**config.mk**
```make
export PLATFORM = sky130hd
export DESIGN_NAME = crc32_instruction_unit
export DESIGN_NICKNAME = d
export VERILOG_FILES = /design/src/crc32iu_pkg.sv /design/src/crc32iu_byte_stage.sv /design/src/crc32_instruction_unit.sv
export SDC_FILE = /design/constraint.sdc
export NUM_CORES = 2
export LEC_CHECK = 0
export ABC_AREA = 0
export BUFFER_PORTS_ARGS = -buffer_cell sky130_fd_sc_hd__buf_2
export CORE_ASPECT_RATIO = 0.7
export CORE_UTILIZATION = 40
export DETAILED_ROUTE_END_ITERATION = 12
export HOLD_SLACK_MARGIN = 0.03
export PLACE_DENSITY_LB_ADDON = 0.25
export SLEW_MARGIN = 5
export SYNTH_ARGS = -nofsm -noshare
export SYNTH_HDL_FRONTEND = slang
export SYNTH_SLANG_ARGS = --single-unit
```
**constraint.sdc**
```tcl
create_clock -name clk -period 3.7 [get_ports clk]
set_input_delay 0.74 -clock clk [delete_from_list [all_inputs] [get_ports clk]]
set_output_delay 0.74 -clock clk [all_outputs]
set_load 0.01 [all_outputs]
```
**src/crc32iu_pkg.sv**
```systemverilog
package crc32iu_pkg;

  localparam int CRC_W = 32;
  localparam int DATA_W = 64;
  localparam int BYTE_W = 8;
  localparam int BYTES_MAX = DATA_W / BYTE_W;
  localparam int REMAIN_W = $clog2(BYTES_MAX + 1);
  localparam int LATENCY = BYTES_MAX + 1;

  typedef struct packed {
    logic                valid;
    logic [CRC_W-1:0]    crc;
    logic [DATA_W-1:0]   data;
    logic [CRC_W-1:0]    poly;
    logic [REMAIN_W-1:0] remain;
  } crc32iu_stage_t;

endpackage

```
**src/crc32iu_byte_stage.sv**
```systemverilog
module crc32iu_byte_stage (
  input  logic                       clk,
  input  logic                       rst,
  input  crc32iu_pkg::crc32iu_stage_t stage_in,
  output crc32iu_pkg::crc32iu_stage_t stage_out
);
  import crc32iu_pkg::*;

  crc32iu_stage_t stage;
  logic [CRC_W-1:0] crc_next;
  logic fb;
  logic active;

  assign active = (stage_in.remain != '0);

  // Reflected form: one data bit per step, least significant bit first.
  always_comb begin
    crc_next = stage_in.crc;
    fb = 1'b0;
    for (int i = 0; i < BYTE_W; i++) begin
      fb = crc_next[0] ^ stage_in.data[i];
      crc_next = (crc_next >> 1) ^ ({CRC_W{fb}} & stage_in.poly);
    end
  end

  always_ff @(posedge clk) begin
    stage.poly <= stage_in.poly;
    if (active) begin
      stage.crc <= crc_next;
      stage.data <= {{BYTE_W{1'b0}}, stage_in.data[DATA_W-1:BYTE_W]};
      stage.remain <= stage_in.remain - REMAIN_W'(1);
    end else begin
      stage.crc <= stage_in.crc;
      stage.data <= stage_in.data;
      stage.remain <= stage_in.remain;
    end
    if (rst) begin
      stage.valid <= 1'b0;
    end else begin
      stage.valid <= stage_in.valid;
    end
  end

  assign stage_out = stage;

endmodule

```
**src/crc32_instruction_unit.sv**
```systemverilog
// CRC32 accumulate unit. A request is taken on every clock edge where start is
// high and busy is low, so one request can enter in every cycle; busy is high
// only during reset. The low 1, 2, 4 or 8 bytes of data_word, chosen by
// width_select, are folded into the accumulator one byte per pipeline stage,
// with eight byte stages behind an input register, so the result appears on
// crc_out with done high after the input register and all byte stages, whatever
// the width select. Requests leave in the order they came. The result is valid
// for a single cycle only, since the receiver cannot stall the pipeline.
module crc32_instruction_unit (
  input  logic        clk,
  input  logic        rst,
  input  logic        start,
  output logic        busy,
  input  logic [31:0] accumulator,
  input  logic [63:0] data_word,
  input  logic [31:0] generator,
  input  logic [1:0]  width_select,
  output logic        done,
  output logic [31:0] crc_out
);
  import crc32iu_pkg::*;

  crc32iu_stage_t head;
  crc32iu_stage_t chain [0:BYTES_MAX];
  logic [CRC_W-1:0] poly_rev;

  assign busy = rst;

  always_comb begin
    for (int i = 0; i < CRC_W; i++) begin
      poly_rev[i] = generator[CRC_W-1-i];
    end
  end

  always_ff @(posedge clk) begin
    head.crc <= accumulator;
    head.data <= data_word;
    head.poly <= poly_rev;
    head.remain <= REMAIN_W'(1) << width_select;
    if (rst) begin
      head.valid <= 1'b0;
    end else begin
      head.valid <= start && !busy;
    end
  end

  assign chain[0] = head;

  for (genvar g = 0; g < BYTES_MAX; g++) begin : g_stage
    crc32iu_byte_stage u_stage (
      .clk       (clk),
      .rst       (rst),
      .stage_in  (chain[g]),
      .stage_out (chain[g+1])
    );
  end

  assign done = chain[BYTES_MAX].valid;
  assign crc_out = chain[BYTES_MAX].crc;

endmodule

```
==> key figures <==
Outcome
  – Status: complete, but fails checks
  – Failing checks: setup timing

Placed design
  – Global placement routability congestion: 0.8929
  – Final HPWL DP: 112.1 mm
  – Port bufs: between 150 and 200

Timing
  – RSZ-0062 raised after global routing: true
  – Count of endpoints failing setup in the final report: 42
  – Max frequency: 260.9 MHz
  – Slack of the critical path: -133.1 ps
  – Tightest Pin Transition: 931.0 ps
  – Final min period: 3833 ps
  – Clock skew: 56.81 ps
  – Hold Slack: 86.06 ps
  – Final period util: 1.036
  – Hold Violations, Final: 0
  – Slew Limit Fails: 0
  – Relative slew slack: 0.3794

GRT
  – All-Layer GR Usage: 0.2083
  – Grt ovf: 0
  – Met1 Use GR: 0.3328
  – Met3 usage: 0.02932
  – Vias in the first global route: 42,140
  – Met2 usage: 0.2911
  – GRT Max-Usage Layer: met1
  – First-pass GRT wire length: 243.0 mm
  – Antenna violations before repair: 2
  – Pin count of the biggest net entering global routing: 100

Route
  – DRC viols: 0
  – Vias: 45,750
  – Post-DRT Antenna Nets: 0
  – WL/cell: between 15 and 20 µm
  – Initial DRC Count: ~4,300
  – DRT Pass-1 Iters: 6
  – Post-Route WL: 163.8 mm
  – Drt via density: 5.075

Cells and area
  – Commonest cells after routing, fill and taps aside: nand2_1, xnor2_1, dfxtp_1, buf_4, nand3_1
  – Final #Nets: 7,207
  – Fraction of layout cells with a size suffix above 1: 0.1917
  – Layout area overhead: 20.40%
  – Number of diodes: 0
  – Commonest non-fill, non-tap cell in the layout: nand2_1

Setup path
  – Endpoint class of the critical path: flop
  – Critical path startpoint category: flop
  – CP Data Required Time: 4270 ps
  – CP Data Arrival Time: between 4000 and 5000 ps
  – Critical path class: reg -> reg
  – CP Max Fanout: 15

CTS
  – Largest buffer count on any clock path: 3
  – Clock transition at path regs: 60 ps
  – CTS tree: done
  – Root buf cell: clkbuf_16
  – Total CTS buffers: 95
  – Clk sinks: 873
  – H-tree depth: 3
  – Clock Latency Late Sink: 750 ps

Run
  – Max_cap viols: 0

Logic synthesis
  – Top-area cell type share of the netlist area: 0.3080
  – Register area share after synthesis: 0.3080
  – Post-synth ARST share: 0
  – Main synth FF type: dfxtp_1
  – Syn Inst Count: 6,999
  – Cell variety after synth: 77
  – Post-synthesis cell area: 56,740 µm²
  – Synth Net Count: 7,139
  – Largest area contributor in the netlist: dfxtp_1
  – EDFF count, synth: 0
  – Yosys reg bits: 873
  – Synth area leaders: dfxtp_1, xnor2_1, nand2_1
  – Ys Warns: 0
  – Syn avg cell area: around 8 µm²

Floorplanning
  – Top-Level Pins: 167
  – Die Span X: 452.2 µm
  – Cell Rows: 115
  – Die height: about 320 µm
  – Initial Util: 0.4036
  – Die Area: between 100,000 and 150,000 µm²
  – Core ar.: ~140,000 µm²

Min path
  – Worst hold path type: in -> reg
-- stage by stage --
stage | TNS (ps) | std cells | util | worst slack, ps | instance area [µm²]
6_report | -1484 | 9015 | 0.4860 | -133.1 | 68310
4_1_cts | 0 | 8881 | 0.4529 | 0.5405 | 63670
5_1_grt | -17650 | 9015 | 0.4860 | -210.0 | 68310
3_5_place_dp | -4861 | 8708 | 0.4284 | -180.2 | 60230
3_3_place_gp | -361.1 | 8708 | 0.4284 | -56.97 | 60230
2_1_floorplan | 0 | 6999 | - | 39.30 | 56750
-- sequential cells by signal (all words and copies together) (netlist names) --
name                       count
chain                        133
g_stage.u_stage.stage_out    740
-- cell type report --
cell class	count	area (µm²)
clock buffers	130	2699
clock inverters	43	630.6
fillers	13120	72260
inverters	51	195.2
multi-input cells	5438	39060
flip-flops and latches	873	17580
well taps	1872	2342
repair buffers	608	5807
-- cells in the mapped netlist (19+ instances only) --
library cell     n
a21o_1          30
o21ai_1        211
dfxtp_1        873
nor2_1          53
mux2_2          89
nor3_1          37
o211ai_1        37
clkbuf_1       297
xnor3_1        231
and3_1          47
buf_4           37
xor2_1         121
xnor2_1       1435
nand2_1       2324
a211o_1         19
buf_1           48
nand3_1        337
nor2b_1         24
buf_2          228
a21oi_1         67
nand4_1         23
inv_1           45
o21ai_0         76
o21a_1          30
-- cell families after synthesis --
group           after synthesis  synth area share
buf+inv                     689           0.05566
fa+ha+maj                     7          0.001544
mux                          96           0.01890
xor+xnor                   1804            0.3369
compound gates              596           0.06622
flops                       873            0.3080
simple gates               2934            0.2128
-- worst max-delay path: stages (launching register included) --
cell and delay, ps:
dfxtp_4 360, xor2_4 220, buf_6 170, nand2_4 80, xnor2_4 170, or4_4 560
o211a_4 290, mux2_4 320, a21oi_4 230, buf_6 130, nor3_4 40, xnor2_4 230
buf_12 170, clkbuf_16 180, nand2_1 70, xnor3_1 390, o21ai_1 70
-- repair_timing --
item                       in CTS  in global routing
cloned                          0                 39
hold buffers                    0                  0
gates resized for setup        33                598
pin swaps                       8                255
setup endpoints to repair      92                253
buffers inserted                0                 96
-- path summary, 6_finish.rpt --
path,startpoint,to,slack (ps),depth (start not counted)
setup / recovery,g_stage[5].u_stage.stage_out[100],g_stage[6].u_stage.stage_out[126],-130,16
hold / removal,generator[0],chain[1099],90,1
setup reg to reg,g_stage[5].u_stage.stage_out[100],g_stage[6].u_stage.stage_out[126],-130,16
hold reg to reg,chain[1158],g_stage[0].u_stage.stage_out[86],410,2
-- layer usage --
layer,part of all wire,up-vias
met2,0.39,1600
met1,0.51,21620
met3,0.091,164
met4,0.015,2
met5,0.000079,-
li1,-,22370
Power is left out: the tool's default activity adds up to more than one toggle a clock period on the data nets, which glitch-free logic cannot reach.
